**src/rtl/sorted_table_binary_search_unit_defines.svh**
```systemverilog
// assertion macros shared by the sorted table search unit
`ifndef SORTED_TABLE_BINARY_SEARCH_UNIT_DEFINES_SVH
`define SORTED_TABLE_BINARY_SEARCH_UNIT_DEFINES_SVH

// same-cycle implication, disabled while in reset
`define STBS_ASSERT_IMP(lbl, clk, rst_n, ante, cons) \
	lbl: assert property (@(posedge clk) disable iff (!rst_n) (ante) |-> (cons)) \
		else $error("stbs: assertion failed");

// next-cycle implication, disabled while in reset
`define STBS_ASSERT_NXT(lbl, clk, rst_n, ante, cons) \
	lbl: assert property (@(posedge clk) disable iff (!rst_n) (ante) |=> (cons)) \
		else $error("stbs: assertion failed");

`endif

```
**src/rtl/stbs_pkg.sv**
```systemverilog
// shared types and constants of the sorted table search unit
package stbs_pkg;

	localparam int DEPTH_DEF = 16;

	localparam int ENTRY_W = 32;
	localparam int IDX_W   = 4;
	localparam int PADDR_W = 3;
	localparam int PDATA_W = 32;

	// item kinds
	localparam logic KIND_WRITE  = 1'b0;
	localparam logic KIND_SEARCH = 1'b1;

	// register index on the configuration port
	localparam logic [0:0] REG_RANGE_END = 1'b0;

	localparam logic [IDX_W-1:0] RANGE_END_RST = 4'd15;

	// controller to datapath commands
	typedef struct packed {
		logic wr;
		logic load;
		logic step;
	} stbs_cmd_t;

	// datapath to controller status
	typedef struct packed {
		logic hit;
		logic stop;
	} stbs_stat_t;

endpackage

```
**src/rtl/sorted_table_binary_search_unit.sv**
```systemverilog
// top level of the sorted table binary search unit
// A write item (kind 0) stores its value at entry_index and gives no result. A search item
// (kind 1) runs p probes, where p is at most floor(log2(n))+1 for n entries in the search
// range (five for a 16-entry range), and no new start is taken until the probes are done;
// done pulses for one cycle with found and index at the end of the last probe. The probe
// loop does one registered table read and one signed compare per cycle. done cannot be
// held off, so the result must be taken in the cycle it is shown; busy stays high only
// while probes are running.
module sorted_table_binary_search_unit #(
	parameter int DEPTH = stbs_pkg::DEPTH_DEF
) (
	input  logic                                clk,
	input  logic                                arst_n,
	input  logic                                start,
	output logic                                busy,
	input  logic                                kind,
	input  logic [stbs_pkg::IDX_W-1:0]          entry_index,
	input  logic signed [stbs_pkg::ENTRY_W-1:0] value,
	output logic                                done,
	output logic                                found,
	output logic [stbs_pkg::IDX_W-1:0]          index,
	input  logic                                psel,
	input  logic                                penable,
	input  logic                                pwrite,
	input  logic [stbs_pkg::PADDR_W-1:0]        paddr,
	input  logic [stbs_pkg::PDATA_W-1:0]        pwdata,
	output logic [stbs_pkg::PDATA_W-1:0]        prdata,
	output logic                                pready
);
	import stbs_pkg::*;

	stbs_cmd_t        cmd;
	stbs_stat_t       stat;
	logic [IDX_W-1:0] range_end;

	stbs_regs u_regs (
		.clk       (clk),
		.arst_n    (arst_n),
		.psel      (psel),
		.penable   (penable),
		.pwrite    (pwrite),
		.paddr     (paddr),
		.pwdata    (pwdata),
		.prdata    (prdata),
		.pready    (pready),
		.range_end (range_end)
	);

	stbs_ctrl u_ctrl (
		.clk    (clk),
		.arst_n (arst_n),
		.start  (start),
		.kind   (kind),
		.stat   (stat),
		.cmd    (cmd),
		.busy   (busy),
		.done   (done)
	);

	stbs_dpath #(
		.DEPTH (DEPTH)
	) u_dpath (
		.clk         (clk),
		.cmd         (cmd),
		.stat        (stat),
		.entry_index (entry_index),
		.value       (value),
		.range_end   (range_end),
		.found       (found),
		.index       (index)
	);

endmodule

```
**src/rtl/stbs_regs.sv**
```systemverilog
// configuration register file on the apb-style port
module stbs_regs (
	input  logic                        clk,
	input  logic                        arst_n,
	input  logic                        psel,
	input  logic                        penable,
	input  logic                        pwrite,
	input  logic [stbs_pkg::PADDR_W-1:0] paddr,
	input  logic [stbs_pkg::PDATA_W-1:0] pwdata,
	output logic [stbs_pkg::PDATA_W-1:0] prdata,
	output logic                        pready,
	output logic [stbs_pkg::IDX_W-1:0]   range_end
);
	import stbs_pkg::*;

	logic [IDX_W-1:0] range_end_q;
	logic [0:0]       reg_idx;
	logic             wr_xfer;

	assign reg_idx = paddr[2];
	assign pready  = 1'b1;
	assign wr_xfer = psel && penable && pwrite && pready;

	always_ff @(posedge clk or negedge arst_n) begin
		if (!arst_n) begin
			range_end_q <= RANGE_END_RST;
		end else if (wr_xfer && (reg_idx == REG_RANGE_END)) begin
			range_end_q <= pwdata[IDX_W-1:0];
		end
	end

	always_comb begin
		unique case (reg_idx)
			REG_RANGE_END: prdata = {{(PDATA_W-IDX_W){1'b0}}, range_end_q};
			default:       prdata = '0;
		endcase
	end

	assign range_end = range_end_q;

endmodule

```
**src/rtl/stbs_dpath.sv**
```systemverilog
// table memory, search range registers and probe comparator
module stbs_dpath #(
	parameter int DEPTH = stbs_pkg::DEPTH_DEF
) (
	input  logic                               clk,
	input  stbs_pkg::stbs_cmd_t                cmd,
	output stbs_pkg::stbs_stat_t               stat,
	input  logic [stbs_pkg::IDX_W-1:0]         entry_index,
	input  logic signed [stbs_pkg::ENTRY_W-1:0] value,
	input  logic [stbs_pkg::IDX_W-1:0]         range_end,
	output logic                               found,
	output logic [stbs_pkg::IDX_W-1:0]         index
);
	import stbs_pkg::*;

	localparam int AW = $clog2(DEPTH);

	logic signed [ENTRY_W-1:0] mem [DEPTH];

	logic signed [ENTRY_W-1:0] key_q;
	logic signed [ENTRY_W-1:0] rd_data_q;
	logic [IDX_W-1:0]          lo_q;
	logic [IDX_W-1:0]          hi_q;
	logic [IDX_W-1:0]          mid_q;
	logic                      found_q;
	logic [IDX_W-1:0]          index_q;

	logic [IDX_W-1:0] top;
	logic [IDX_W-1:0] lo_n;
	logic [IDX_W-1:0] hi_n;
	logic [IDX_W-1:0] mid_n;
	logic [IDX_W-1:0] rd_addr;
	logic             gt;
	logic             lt;
	logic             wr_ok;

	// search range never runs past the table
	assign top = (32'(range_end) > DEPTH - 1) ? IDX_W'(DEPTH - 1) : range_end;

	assign gt = key_q > rd_data_q;
	assign lt = key_q < rd_data_q;

	assign stat.hit  = !gt && !lt;
	// range empties when the probe sits on the bound it would step past
	assign stat.stop = stat.hit || (gt && (mid_q == hi_q)) || (lt && (mid_q == lo_q));

	always_comb begin
		lo_n = lo_q;
		hi_n = hi_q;
		if (gt) begin
			lo_n = mid_q + 1'b1;
		end else if (lt) begin
			hi_n = mid_q - 1'b1;
		end
		mid_n = IDX_W'(({1'b0, lo_n} + {1'b0, hi_n}) >> 1);
	end

	assign rd_addr = cmd.load ? (top >> 1) : mid_n;
	assign wr_ok   = cmd.wr && (32'(entry_index) < DEPTH);

	always_ff @(posedge clk) begin
		if (wr_ok) begin
			mem[AW'(entry_index)] <= value;
		end
		rd_data_q <= mem[AW'(rd_addr)];
	end

	always_ff @(posedge clk) begin
		if (cmd.load) begin
			key_q <= value;
			lo_q  <= '0;
			hi_q  <= top;
			mid_q <= top >> 1;
		end else if (cmd.step && !stat.stop) begin
			lo_q  <= lo_n;
			hi_q  <= hi_n;
			mid_q <= mid_n;
		end
		if (cmd.step && stat.stop) begin
			found_q <= stat.hit;
			index_q <= mid_q;
		end
	end

	assign found = found_q;
	assign index = index_q;

endmodule

```
**src/rtl/stbs_ctrl.sv**
```systemverilog
// search controller state machine
`include "sorted_table_binary_search_unit_defines.svh"

module stbs_ctrl (
	input  logic                 clk,
	input  logic                 arst_n,
	input  logic                 start,
	input  logic                 kind,
	input  stbs_pkg::stbs_stat_t stat,
	output stbs_pkg::stbs_cmd_t  cmd,
	output logic                 busy,
	output logic                 done
);
	import stbs_pkg::*;

	typedef enum logic {
		ST_IDLE,
		ST_PROBE
	} state_t;

	state_t state_q;
	logic   done_q;
	logic   take;

	assign busy = (state_q != ST_IDLE);
	assign take = start && !busy;

	assign cmd.wr   = take && (kind == KIND_WRITE);
	assign cmd.load = take && (kind == KIND_SEARCH);
	assign cmd.step = (state_q == ST_PROBE);

	always_ff @(posedge clk or negedge arst_n) begin
		if (!arst_n) begin
			state_q <= ST_IDLE;
			done_q  <= 1'b0;
		end else begin
			done_q <= 1'b0;
			unique case (state_q)
				ST_IDLE: begin
					if (cmd.load) begin
						state_q <= ST_PROBE;
					end
				end
				ST_PROBE: begin
					if (stat.stop) begin
						state_q <= ST_IDLE;
						done_q  <= 1'b1;
					end
				end
				default: state_q <= ST_IDLE;
			endcase
		end
	end

	assign done = done_q;

	`STBS_ASSERT_NXT(a_load_probes, clk, arst_n, cmd.load, state_q == ST_PROBE)
	`STBS_ASSERT_NXT(a_stop_done, clk, arst_n, (state_q == ST_PROBE) && stat.stop,
		(state_q == ST_IDLE) && done_q)
	`STBS_ASSERT_IMP(a_done_src, clk, arst_n, done_q, $past(state_q == ST_PROBE))

endmodule
```
**config.mk**
```make
export PLATFORM = sky130hd
export DESIGN_NAME = sorted_table_binary_search_unit
export DESIGN_NICKNAME = d
export VERILOG_FILES = /design/src/rtl/stbs_pkg.sv /design/src/rtl/sorted_table_binary_search_unit.sv /design/src/rtl/stbs_regs.sv /design/src/rtl/stbs_dpath.sv /design/src/rtl/stbs_ctrl.sv
export VERILOG_INCLUDE_DIRS = /design/src /design/src/rtl
export SDC_FILE = /design/constraint.sdc
export NUM_CORES = 1
export LEC_CHECK = 0
export ABC_CLOCK_PERIOD_IN_PS = 6620
export CAP_MARGIN = 20
export CORE_UTILIZATION = 45
export CTS_CLUSTER_SIZE = 14
export DETAILED_ROUTE_END_ITERATION = 16
export DONT_BUFFER_PORTS = 1
export GPL_ROUTABILITY_DRIVEN = 0
export PLACE_DENSITY_LB_ADDON = 0.08
export SKIP_CTS_REPAIR_TIMING = 1
export SYNTH_ARGS = -nofsm -noshare
export SYNTH_HDL_FRONTEND = slang
export SYNTH_SLANG_ARGS = --single-unit
```
**constraint.sdc**
```tcl
create_clock -name clk -period 6.62 [get_ports clk]
set_input_delay 0.662 -clock clk [delete_from_list [all_inputs] [get_ports clk]]
set_output_delay 0.662 -clock clk [all_outputs]
set_load 0.02 [all_outputs]
```
==> results.md, run 1 <==
- Post-synthesis sequential area ratio: 0.697
- H-tree Lvls: 3
- Fillers: 4515
- 1st-pass router iterations: 5
- Via Count: 12.4k
- Clk slew on worst S/H paths: approximately 60 ps
- Data required time of the worst path: between 7000 and 8000 ps
- Final hold violations: 0
- Number of cell rows: 86
- Crit path buf inv count: 1
- Post-synth EDFFs: 556
- Hold Crit Class: in2reg
- Top_reg_cell synth: edfxtp_1
- Worst-Margin Slew: 894 ps
- Crit path largest cell delay: 580 ps
- Die width: about 240 µm
- Critical path's top delay family: compound AO/OA/AOI/OAI gates
- Starting Density: 0.456
- Port Buffers: 0
- Slowest library cell on the worst path: o21ai_4
- Max-slew headroom: 0.404
- Number of global-route vias before repair: roughly 13k
- Clk Latency, worst-skew pair: 590 ps
- # diodes: 0
- Most area-hungry cell type in the Yosys netlist: edfxtp_1
- CTS tree: done
- Placed inst area: 0.0263 mm²
- Setup TNS: 0 ps
- Final worst slack: 619 ps
- Total clock buffers created by CTS: 66
- Placed wire-length estimate: 31.7 mm
- Critical path depth in cells: 19
- Initial drt markers: 872
- Mean routed wirelength per cell: ~27 µm
- Clk sinks: 599
- Final Instance Area: 0.0285 mm²
- Tmin final: 6000 ps
- RSZ-0062 raised after global routing: false
- Top-area cell type share of the netlist area: 0.661
- Final Setup Violations: 0
- Nets: 1504
- Die height: 239 µm
- Final period util: 0.907
- Mean post-synth cell area: 18.9 µm²
- Slew Limit Fails: 0
- Crit Path Class: reg2reg
- GRT Total Usage: 0.209
- Grt total ovfl: 0
- Worst EP arrival: 6450 ps
- Critical path peak fanout: 26
- Residual DRC count: 0
- CP cell instances: ha_1, nand2_1, nor4_2, nand3_1, a21oi_2, o21bai_2, and2_1, o21ai_1, mux2_2, ha_1, xor2_1, o21ai_4, buf_12, mux4_2, mux2i_1, mux2i_1, o22ai_1, a21o_1, a211oi_2
- Top post-synthesis cells by area: edfxtp_1 66%, mux4_2 11%, mux2i_1 5.2%, dfxtp_1 2.9%, ha_1 1.8%
- Library cells used by synthesis: 58
- Max clock buf depth: 3
- Startpoint types: register
- Setup Skew: around 25 ps
- Yosys warns: 0
- Avg Vias per Cell: 5.67
- Cells after synthesis: 1338
- Utilization after layout: 0.515
- Final wirelength: 58.1 mm
- Commonest non-fill, non-tap cell in the layout: edfxtp_1
- #FFs+latches synth: 599
- Global-route wire length before repair: roughly 85 mm
- Pin count of the biggest net entering global routing: 43
- Status: finished, final reports clean
- Layout cell share with drive strength beyond 1: 0.240
- Core box area: 0.0553 mm²
- Die area: 0.0570 mm²
- Synth async-reset ratio: 0.0100
- Max Cap Viol: 0
- Post-Place Worst Slack: 636 ps
- Most frequent cells in the layout: 556 x edfxtp_1, 132 x mux2i_1, 128 x mux4_2
- Setup crit end kind: register
- Antenna viol nets, final: 0
- Fmax: 167 MHz
- Clock Root Buffer: clkbuf_16
- Worst hold path depth: 0
- Reg2Reg Depth: 19
- Initial antenna violation count: 0
- I/O pins: 118
- Synthesized area: 0.0252 mm²
- Area Overhead vs Synth: 12.8%
area by class of cell:
cell class                 instances  area [µm²]  share of cell area
clock buffer                      91        1870              0.0657
clock inverter                    24         278             0.00975
multi-input combinational        627        7090               0.249
tap                              748         936              0.0329
timing repair buffer              51         548              0.0192
sequential                       599       17600               0.618
inverter                          43         164             0.00576
cells in the mapped netlist, drive strengths merged, types with 8 or more instances:
| master | instances |
|---|---|
| edfxtp | 556 |
| mux2i | 132 |
| mux4 | 128 |
| buf | 80 |
| inv | 43 |
| dfxtp | 37 |
| ha | 37 |
| a211oi | 36 |
| a21o | 35 |
| a21boi | 32 |
| o22ai | 32 |
| nand2 | 27 |
| nor2 | 26 |
| a21oi | 22 |
| clkbuf | 16 |
| o21ai | 12 |
| xnor2 | 10 |
| nand3 | 8 |
flip-flops by register name, indices dropped and copies added (netlist names):
register,flops
u_dpath.hi_q,4
u_dpath.key_q,32
u_dpath.mem,512
u_dpath.rd_data_q,32
u_ctrl.busy,1
u_ctrl.done,1
u_dpath.lo_q,4
u_dpath.mid_q,4
u_dpath.found,1
u_regs.range_end,4
u_dpath.index,4
final timing paths:
check | start | to | slack [ps]
setup / recovery | u_dpath.key_q[31]$_DFFE_PP_ | u_dpath.rd_data_q[7]$_DFF_P_ | 620
hold / removal | value[26] | u_dpath.mem[1][26]$_DFFE_PP_ | 170
setup reg to reg | u_dpath.key_q[31]$_DFFE_PP_ | u_dpath.rd_data_q[7]$_DFF_P_ | 620
hold reg to reg | u_dpath.lo_q[2]$_SDFFE_PP0P_ | u_dpath.lo_q[2]$_SDFFE_PP0P_ | 550
max in group asynchronous | arst_n | u_regs.range_end[0]$_DFFE_PN1P_ | 5940
min in group asynchronous | arst_n | u_ctrl.done$_DFF_PN0_ | 410
routing by layer:
metal / share of wire / vias to the layer above / track usage
met1: 0.45 / 6570 / 0.291
met2: 0.49 / 272 / 0.342
met4: 0.021 / 0 / 0.0557
met3: 0.039 / 82 / 0.0348
li1: - / 5464 / -
met5: 0 / - / 0
through the flow:
stage                     hold slack, ps  instances
after detailed placement             367       2067
after CTS                           -248       2182
final                                169       2183
after global routing                 127       2183
after floorplan                      366       1365
after global placement               367       2067
logic make-up after synthesis:
| logic type | share of synthesized area |
|---|---|
| other | 0.000298 |
| buffers and inverters | 0.0316 |
| and+or+nand+nor | 0.0208 |
| adders and majority gates | 0.0191 |
| AOI/OAI and AO/OA | 0.0570 |
| xor gates and xnor gates | 0.00451 |
| muxes | 0.170 |
| DFF | 0.697 |
Power of run 1 is not shown: default switching activity piles up to over one toggle a cycle in this logic, so the estimate is an artifact.
==> run 2, diff against run 1 <==
--- a/config.mk
+++ b/config.mk
@@ -6,7 +6,7 @@
 export SDC_FILE = /design/constraint.sdc
 export NUM_CORES = 1
 export LEC_CHECK = 0
-export ABC_CLOCK_PERIOD_IN_PS = 6620
+export ABC_CLOCK_PERIOD_IN_PS = 7500
 export CAP_MARGIN = 20
 export CORE_UTILIZATION = 45
 export CTS_CLUSTER_SIZE = 14
@@ -14,6 +14,7 @@
 export DONT_BUFFER_PORTS = 1
 export GPL_ROUTABILITY_DRIVEN = 0
 export PLACE_DENSITY_LB_ADDON = 0.08
+export RECOVER_POWER = 50
 export SKIP_CTS_REPAIR_TIMING = 1
 export SYNTH_ARGS = -nofsm -noshare
 export SYNTH_HDL_FRONTEND = slang
==> constraint.sdc (replaced) <==
create_clock -name clk -period 7.5 [get_ports clk]
set_input_delay 0.75 -clock clk [delete_from_list [all_inputs] [get_ports clk]]
set_output_delay 0.75 -clock clk [all_outputs]
set_load 0.02 [all_outputs]
==> results.md, run 2 (synthesized netlist as in run 1, its figures left out) <==
- Final period util: 0.817 (was 0.907)
- Clock Root Buffer: clkbuf_16 (unchanged)
- Max reg flops: 512 (unchanged)
- Met2 Track Usage GR: 0.327 (was 0.342)
- RSZ-0062 raised after global routing: false (unchanged)
- Max-slew headroom: -1.38 (was 0.404)
- Area Overhead vs Synth: 11.8% (was 12.8%)
- Core box area: 0.0553 mm² (unchanged)
- Met3 Usage GRT: 0.0413 (was 0.0348)
- Fmax: 163 MHz (was 167 MHz)
- Initial drt markers: 987 (was 872)
- Antenna viol nets, final: 0 (unchanged)
- # diodes: 0 (unchanged)
- Max clock buf depth: 3 (unchanged)
- Biggest register: u_dpath.mem (unchanged)
- Placed wire-length estimate: 30.0 mm (was 31.7 mm)
- Slew Limit Fails: 36 (was 0)
- Die height: 239 µm (unchanged)
- I/O pins: 118 (unchanged)
- 1st-pass router iterations: 5 (unchanged)
- Final hold violations: 0 (unchanged)
- Data required time of the worst path: 7960 ps (was 7070 ps)
- Die area: 0.0570 mm² (unchanged)
- GRT Total Usage: 0.204 (was 0.209)
- Mean routed wirelength per cell: 25.9 µm (was 26.6 µm)
- Layout cell share with drive strength beyond 1: 0.228 (was 0.240)
- CTS tree: done (unchanged)
- Commonest non-fill, non-tap cell in the layout: edfxtp_1 (unchanged)
- Clk Latency, worst-skew pair: 600 ps (was 590 ps)
- Met1 usage: 0.285 (was 0.291)
- Status: finished with violations (was finished, final reports clean)
- Starting Density: 0.456 (unchanged)
- Tmin final: 6130 ps (was 6000 ps)
- Clk slew on worst S/H paths: 60 ps (about the same)
- Global-route wire length before repair: 84.0 mm (was 84.8 mm)
- Via Count: 12.3k (was 12.4k)
- Setup TNS: 0 ps (unchanged)
- Setup crit end kind: register (unchanged)
- Worst EP arrival: 6590 ps (was 6450 ps)
- Reg2Reg Depth: 20 (was 19)
- Busiest grt layer: met2 (unchanged)
- Worst-Margin Slew: 3570 ps (was 894 ps)
- Flop2flop setup slack: 1370 ps (was 620 ps)
- Worst r2r src: u_dpath.key_q[15]$_DFFE_PP_ (was u_dpath.key_q[31]$_DFFE_PP_)
- Pin count of the biggest net entering global routing: 89 (was 43)
- Port Buffers: 0 (unchanged)
- Most frequent cells in the layout: 556 x edfxtp_1, 132 x mux2i_1, 128 x mux4_2 (unchanged)
- Die width: 239 µm (unchanged)
- Grt total ovfl: 0 (unchanged)
- Setup Skew: 18.2 ps (was 25.0 ps)
- H-tree Lvls: 3 (unchanged)
- Number of cell rows: 86 (unchanged)
- Worst hold path depth: 0 (unchanged)
- Min-Delay Startpoint: value[20] (was value[26])
- Initial antenna violation count: 0 (unchanged)
- Avg Vias per Cell: 5.67 (about the same)
- Regs by FF count: u_dpath.mem x512, u_dpath.key_q x32, u_dpath.rd_data_q x32 (unchanged)
- Failing checks: capacitance limit, slew limit
- Hold Crit Class: in2reg (unchanged)
- Startpoint types: register (unchanged)
- Hold EP: u_dpath.mem[9][20]$_DFFE_PP_ (was u_dpath.mem[1][26]$_DFFE_PP_)
- R2R Path End: u_dpath.rd_data_q[27]$_DFF_P_ (was u_dpath.rd_data_q[7]$_DFF_P_)
- Final Setup Violations: 0 (unchanged)
- Fillers: 4535 (was 4515)
- Final wirelength: 56.3 mm (was 58.1 mm)
- Clk sinks: 599 (unchanged)
- Residual DRC count: 0 (unchanged)
- Number of global-route vias before repair: 12.9k (was 12.6k)
- Setup crit start: u_dpath.key_q[15]$_DFFE_PP_ (was u_dpath.key_q[31]$_DFFE_PP_)
- Crit Path Class: reg2reg (unchanged)
- Critical path peak fanout: 24 (was 26)
- Total clock buffers created by CTS: 66 (unchanged)
- Nets: 1491 (was 1504)
- Max Cap Viol: 1 (was 0)
-- run 2: cell types whose count changed in the layout (fill, tap and decap cells not counted), sizes merged --
cell / before / now
buf: 50 / 35
bufinv: 6 / 4
clkinv: 16 / 25
clkinvlp: 2 / 1
-- run 2: how the worst max path moves through the flow --
stage,end,cells after the start
final,u_dpath.rd_data_q[27]$_DFF_P_,20
after global routing,u_dpath.rd_data_q[20]$_DFF_P_,18
after CTS,u_dpath.rd_data_q[16]$_DFF_P_,18
after detailed placement,u_dpath.rd_data_q[16]$_DFF_P_,18
after global placement,u_dpath.rd_data_q[16]$_DFF_P_,18
after floorplan,u_dpath.rd_data_q[14]$_DFF_P_,22
-- run 2: worst max-delay path: stages (launching register included) --
cell,delay (ps)
edfxtp_1,360
ha_1,350
nand4_1,100
nor3_1,570
nand3_1,200
a21oi_2,210
o21bai_2,150
and2_1,300
o21ai_1,330
mux2_2,410
ha_1,420
nor2b_1,180
o21ai_0,140
a21oi_1,120
inv_4,500
buf_4,460
mux2i_1,530
mux2i_1,150
o22ai_1,300
a21o_1,130
a211oi_2,40
-- run 2: metrics by stage --
step,utilization,worst slack (ps),area (µm²),instances,hold slack (ps)
final,0.510,1370,28200,2174,246
after global routing,0.510,952,28200,2174,211
after CTS,0.510,1360,28200,2173,-168
after detailed placement,0.472,1390,26100,2054,455
after global placement,0.472,1440,26100,2054,455
after floorplan,-,2830,25300,1365,406
-- run 2: cell type report --
class | count | area [µm²] | area share
multi-input combinational | 627 | 7080 | 0.251
inverter | 43 | 164 | 0.00581
tap | 748 | 936 | 0.0332
clock buffer | 89 | 1850 | 0.0657
sequential | 599 | 17600 | 0.623
timing repair buffer | 38 | 330 | 0.0117
clock inverter | 30 | 258 | 0.00913
-- run 2: per-layer routing --
metal | share of wire | routed length, µm
met4 | 0.020 | 1120
met3 | 0.044 | 2450
met2 | 0.48 | 27000
met1 | 0.46 | 25700
met5 | 0 | 0
Power of run 2 is left out for the same reason.
==> run 3, diff against run 2 <==
--- a/config.mk
+++ b/config.mk
@@ -6,7 +6,8 @@
 export SDC_FILE = /design/constraint.sdc
 export NUM_CORES = 1
 export LEC_CHECK = 0
-export ABC_CLOCK_PERIOD_IN_PS = 7500
+export ABC_AREA = 1
+export ABC_CLOCK_PERIOD_IN_PS = 6200
 export CAP_MARGIN = 20
 export CORE_UTILIZATION = 45
 export CTS_CLUSTER_SIZE = 14
==> constraint.sdc (replaced) <==
create_clock -name clk -period 6.2 [get_ports clk]
set_input_delay 0.62 -clock clk [delete_from_list [all_inputs] [get_ports clk]]
set_output_delay 0.62 -clock clk [all_outputs]
set_load 0.02 [all_outputs]
==> results.md, run 3 <==
- Post-synth EDFFs: 556 (unchanged)
- H-tree Lvls: 2 (was 3)
- Mean routed wirelength per cell: 22.1 µm (was 25.9 µm)
- Final Setup Violations: 0 (unchanged)
- Number of cell rows: 84 (was 86)
- Largest family of logic cells by synthesized area: simple AND/OR/NAND/NOR gates (was multiplexers)
- Reg2Reg Depth: 18 (was 20)
- Library cells used by synthesis: 38 (was 58)
- CTS tree: done (unchanged)
- Flop2flop setup slack: 1090 ps (was 1370 ps)
- Top-area cell type share of the netlist area: 0.684 (was 0.661)
- Starting Density: 0.460 (was 0.456)
- Avg Vias per Cell: 5.50 (was 5.67)
- Setup TNS: 0 ps (unchanged)
- Residual DRC count: 0 (unchanged)
- Final wirelength: 58.5 mm (was 56.3 mm)
- Multi-input gate area: 0.00609 mm² (was 0.00708 mm²)
- Clk slew on worst S/H paths: 60 ps (about the same)
- I/O pins: 118 (unchanged)
- Status: finished, final reports clean (was finished with violations)
- Most frequent cells in the layout: 556 x edfxtp_1, 409 x nor2_1, 173 x nand2_1 (was 556 x edfxtp_1, 132 x mux2i_1, 128 x mux4_2)
- Setup Skew: 17.5 ps (was 18.2 ps)
- #FFs+latches synth: 599 (unchanged)
- Clk Latency, worst-skew pair: 630 ps (was 600 ps)
- Crit path buf inv count: 3 (was 2)
- Max Cap Viol: 0 (was 1)
- Max-slew headroom: 0.293 (was -1.38)
- Number of global-route vias before repair: 14.2k (was 12.9k)
- Synth async-reset ratio: 0.0100 (unchanged)
- Crit Path Class: reg2reg (unchanged)
- Global-route wire length before repair: 88.7 mm (was 84.0 mm)
- Most frequent cell on the critical path: nand3_1
- Hold Crit Class: in2reg (unchanged)
- Grt total ovfl: 0 (unchanged)
- Top post-synthesis cells by area: edfxtp_1 68%, nor2_1 6.6%, o32a_1 5.2%, dfxtp_1 3.0%, nand3_1 2.9% (was edfxtp_1 66%, mux4_2 11%, mux2i_1 5.2%, dfxtp_1 2.9%, ha_1 1.8%)
- Top_reg_cell synth: edfxtp_1 (unchanged)
- XOR/XNOR Fraction of Synth Area: 0.00395 (was 0.00451)
- Fillers: 4516 (was 4535)
- Cells after synthesis: 1915 (was 1338)
- GRT Total Usage: 0.214 (was 0.204)
- Regs by FF count: u_dpath.mem x512, u_dpath.key_q x32, u_dpath.rd_data_q x32 (unchanged)
- Initial drt markers: 1210 (was 987)
- Most area-hungry cell type in the Yosys netlist: edfxtp_1 (unchanged)
- Worst r2r src: u_dpath.key_q[19]$_DFFE_PP_ (was u_dpath.key_q[15]$_DFFE_PP_)
- Die width: 235 µm (was 239 µm)
- Simple logic cell fraction of the synthesized area: 0.128 (was 0.0208)
- Nets: 2018 (was 1491)
- Slowest library cell on the worst path: fa_1 (was nor3_1)
- Final Instance Area: 0.0272 mm² (was 0.0282 mm²)
- Core box area: 0.0531 mm² (was 0.0553 mm²)
- 1st-pass router iterations: 5 (unchanged)
- Seq. cell area: 0.0176 mm² (unchanged)
- Synthesized area: 0.0244 mm² (was 0.0252 mm²)
- Worst hold path depth: 0 (unchanged)
- Post-synthesis sequential area ratio: 0.721 (was 0.697)
- Startpoint types: register (unchanged)
- Tmin final: 5110 ps (was 6130 ps)
- Placed wire-length estimate: 28.8 mm (was 30.0 mm)
- Critical path peak fanout: 118 (was 24)
- Top cells by count, synth: 556 x edfxtp_1, 426 x nor2_1, 175 x nand2_1 (was 556 x edfxtp_1, 132 x mux2i_1, 128 x mux4_2)
- R2R Path End: u_dpath.rd_data_q[12]$_DFF_P_ (was u_dpath.rd_data_q[27]$_DFF_P_)
- Clk sinks: 599 (unchanged)
- Yosys warns: 0 (unchanged)
- Crit path largest cell delay: 530 ps (was 570 ps)
- Most numerous cell in the Yosys netlist: edfxtp_1 (unchanged)
- Worst EP arrival: 5680 ps (was 6590 ps)
- Antenna viol nets, final: 0 (unchanged)
- Total clock buffers created by CTS: 61 (was 66)
- Die area: 0.0552 mm² (was 0.0570 mm²)
- Via Count: 14.5k (was 12.3k)
- Area Overhead vs Synth: 11.4% (was 11.8%)
- RSZ-0062 raised after global routing: false (unchanged)
- Max clock buf depth: 3 (unchanged)
- Final period util: 0.825 (was 0.817)
- Port Buffers: 0 (unchanged)
- Clock Root Buffer: clkbuf_16 (unchanged)
- Setup crit end kind: register (unchanged)
- Placed inst area: 0.0252 mm² (was 0.0261 mm²)
- # diodes: 0 (unchanged)
- Final hold violations: 0 (unchanged)
- Slew Limit Fails: 0 (was 36)
- Data required time of the worst path: 6770 ps (was 7960 ps)
- Min-Delay Startpoint: value[19] (was value[20])
- Critical path's top delay family: simple AND/OR/NAND/NOR gates (was compound AO/OA/AOI/OAI gates)
- Worst-Margin Slew: 1060 ps (was 3570 ps)
- Fmax: 196 MHz (was 163 MHz)
- Max reg flops: 512 (unchanged)
- Hold EP: u_dpath.mem[10][19]$_DFFE_PP_ (was u_dpath.mem[9][20]$_DFFE_PP_)
- Pin count of the biggest net entering global routing: 119 (was 89)
- Mux share of post-synthesis cell area: 0 (was 0.170)
- Complex-gate fraction of the synthesized area: 0.0870 (was 0.0570)
- CP cell instances: ha_1, nand2_1, nor2_1, nand3_1, nor3_2, nand3_1, nand3_2, inv_1, o21ai_0, fa_1, o21ai_4, buf_12, buf_4, nor2_1, o32a_1, nand3_1, nand3_1, nand2_1 (was ha_1, nand4_1, nor3_1, nand3_1, a21oi_2, o21bai_2, and2_1, o21ai_1, mux2_2, ha_1, nor2b_1, o21ai_0, a21oi_1, inv_4, buf_4, mux2i_1, mux2i_1, o22ai_1, a21o_1, a211oi_2)
- Initial antenna violation count: 0 (unchanged)
- Mean post-synth cell area: 12.7 µm² (was 18.9 µm²)
- Commonest non-fill, non-tap cell in the layout: edfxtp_1 (unchanged)
- Die height: 235 µm (was 239 µm)
- Adder-cell share of the synthesized area: 0.0198 (was 0.0191)
- Biggest register: u_dpath.mem (unchanged)
- Layout cell share with drive strength beyond 1: 0.0850 (was 0.228)
## run 3: cell types whose count changed after synthesis, sizes merged, moves of 56 or more
cell    change
o32a      +128
mux2i     -132
o21ai     +127
nand3     +137
nand2     +153
clkbuf     +56
mux4      -128
nor2      +401
## run 3: through the flow
step           utilization  instances  setup WS (ps)  hold WS [ps]
2_1_floorplan            -       1942           2400           324
3_3_place_gp         0.475       2526           1070           325
3_5_place_dp         0.475       2526           1050           325
4_1_cts              0.512       2641           1000          -338
5_1_grt              0.512       2642            744          55.4
6_report             0.512       2642           1090          87.7
## run 3: kinds of logic after synthesis
kind of cell	Yosys count
flip-flops	599
AO/OA/AOI/OAI	293
AND/OR/NAND/NOR	762
buffers and inverters	210
other	2
XOR/XNOR	11
adder cells (fa/ha/maj)	38
## run 3: how the worst max path moves through the flow
stage	startpoint	end	slack, ps	depth (start not counted)
6_report	u_dpath.key_q[19]$_DFFE_PP_	u_dpath.rd_data_q[12]$_DFF_P_	1090	18
3_3_place_gp	u_dpath.key_q[19]$_DFFE_PP_	u_dpath.rd_data_q[12]$_DFF_P_	1070	18
4_1_cts	u_dpath.key_q[19]$_DFFE_PP_	u_dpath.rd_data_q[12]$_DFF_P_	1000	18
5_1_grt	u_dpath.key_q[19]$_DFFE_PP_	u_dpath.rd_data_q[8]$_DFF_P_	740	18
3_5_place_dp	u_dpath.key_q[19]$_DFFE_PP_	u_dpath.rd_data_q[12]$_DFF_P_	1050	18
2_1_floorplan	u_dpath.key_q[31]$_DFFE_PP_	u_dpath.rd_data_q[10]$_DFF_P_	2400	19
## run 3: layout make-up
type / count / area share
flip-flops and latches: 599 / 0.647
multi-input cells: 1133 / 0.224
clock buffers: 82 / 0.0624
well taps: 688 / 0.0317
repair buffers: 38 / 0.0147
clock inverters: 33 / 0.0104
inverters: 69 / 0.00980
## run 3: worst reg2reg max path, stage by stage, from the launching register on
cell,delay [ps]
edfxtp_1,370
ha_1,310
nand2_1,70
nor2_1,160
nand3_1,250
nor3_2,300
nand3_1,270
nand3_2,250
inv_1,60
o21ai_0,410
fa_1,530
o21ai_4,280
buf_12,450
buf_4,560
nor2_1,100
o32a_1,350
nand3_1,90
nand3_1,130
nand2_1,120
## run 3: per-layer routing
layer	share of wire	routed length [µm]	track usage	up-vias
met4	0.020	1190	0.0620	0
met3	0.043	2520	0.0284	77
met2	0.50	29100	0.368	292
met1	0.44	25700	0.285	7291
met5	0	0	0	-
li1	-	-	-	6859
Power of run 3 is left out for the same reason.
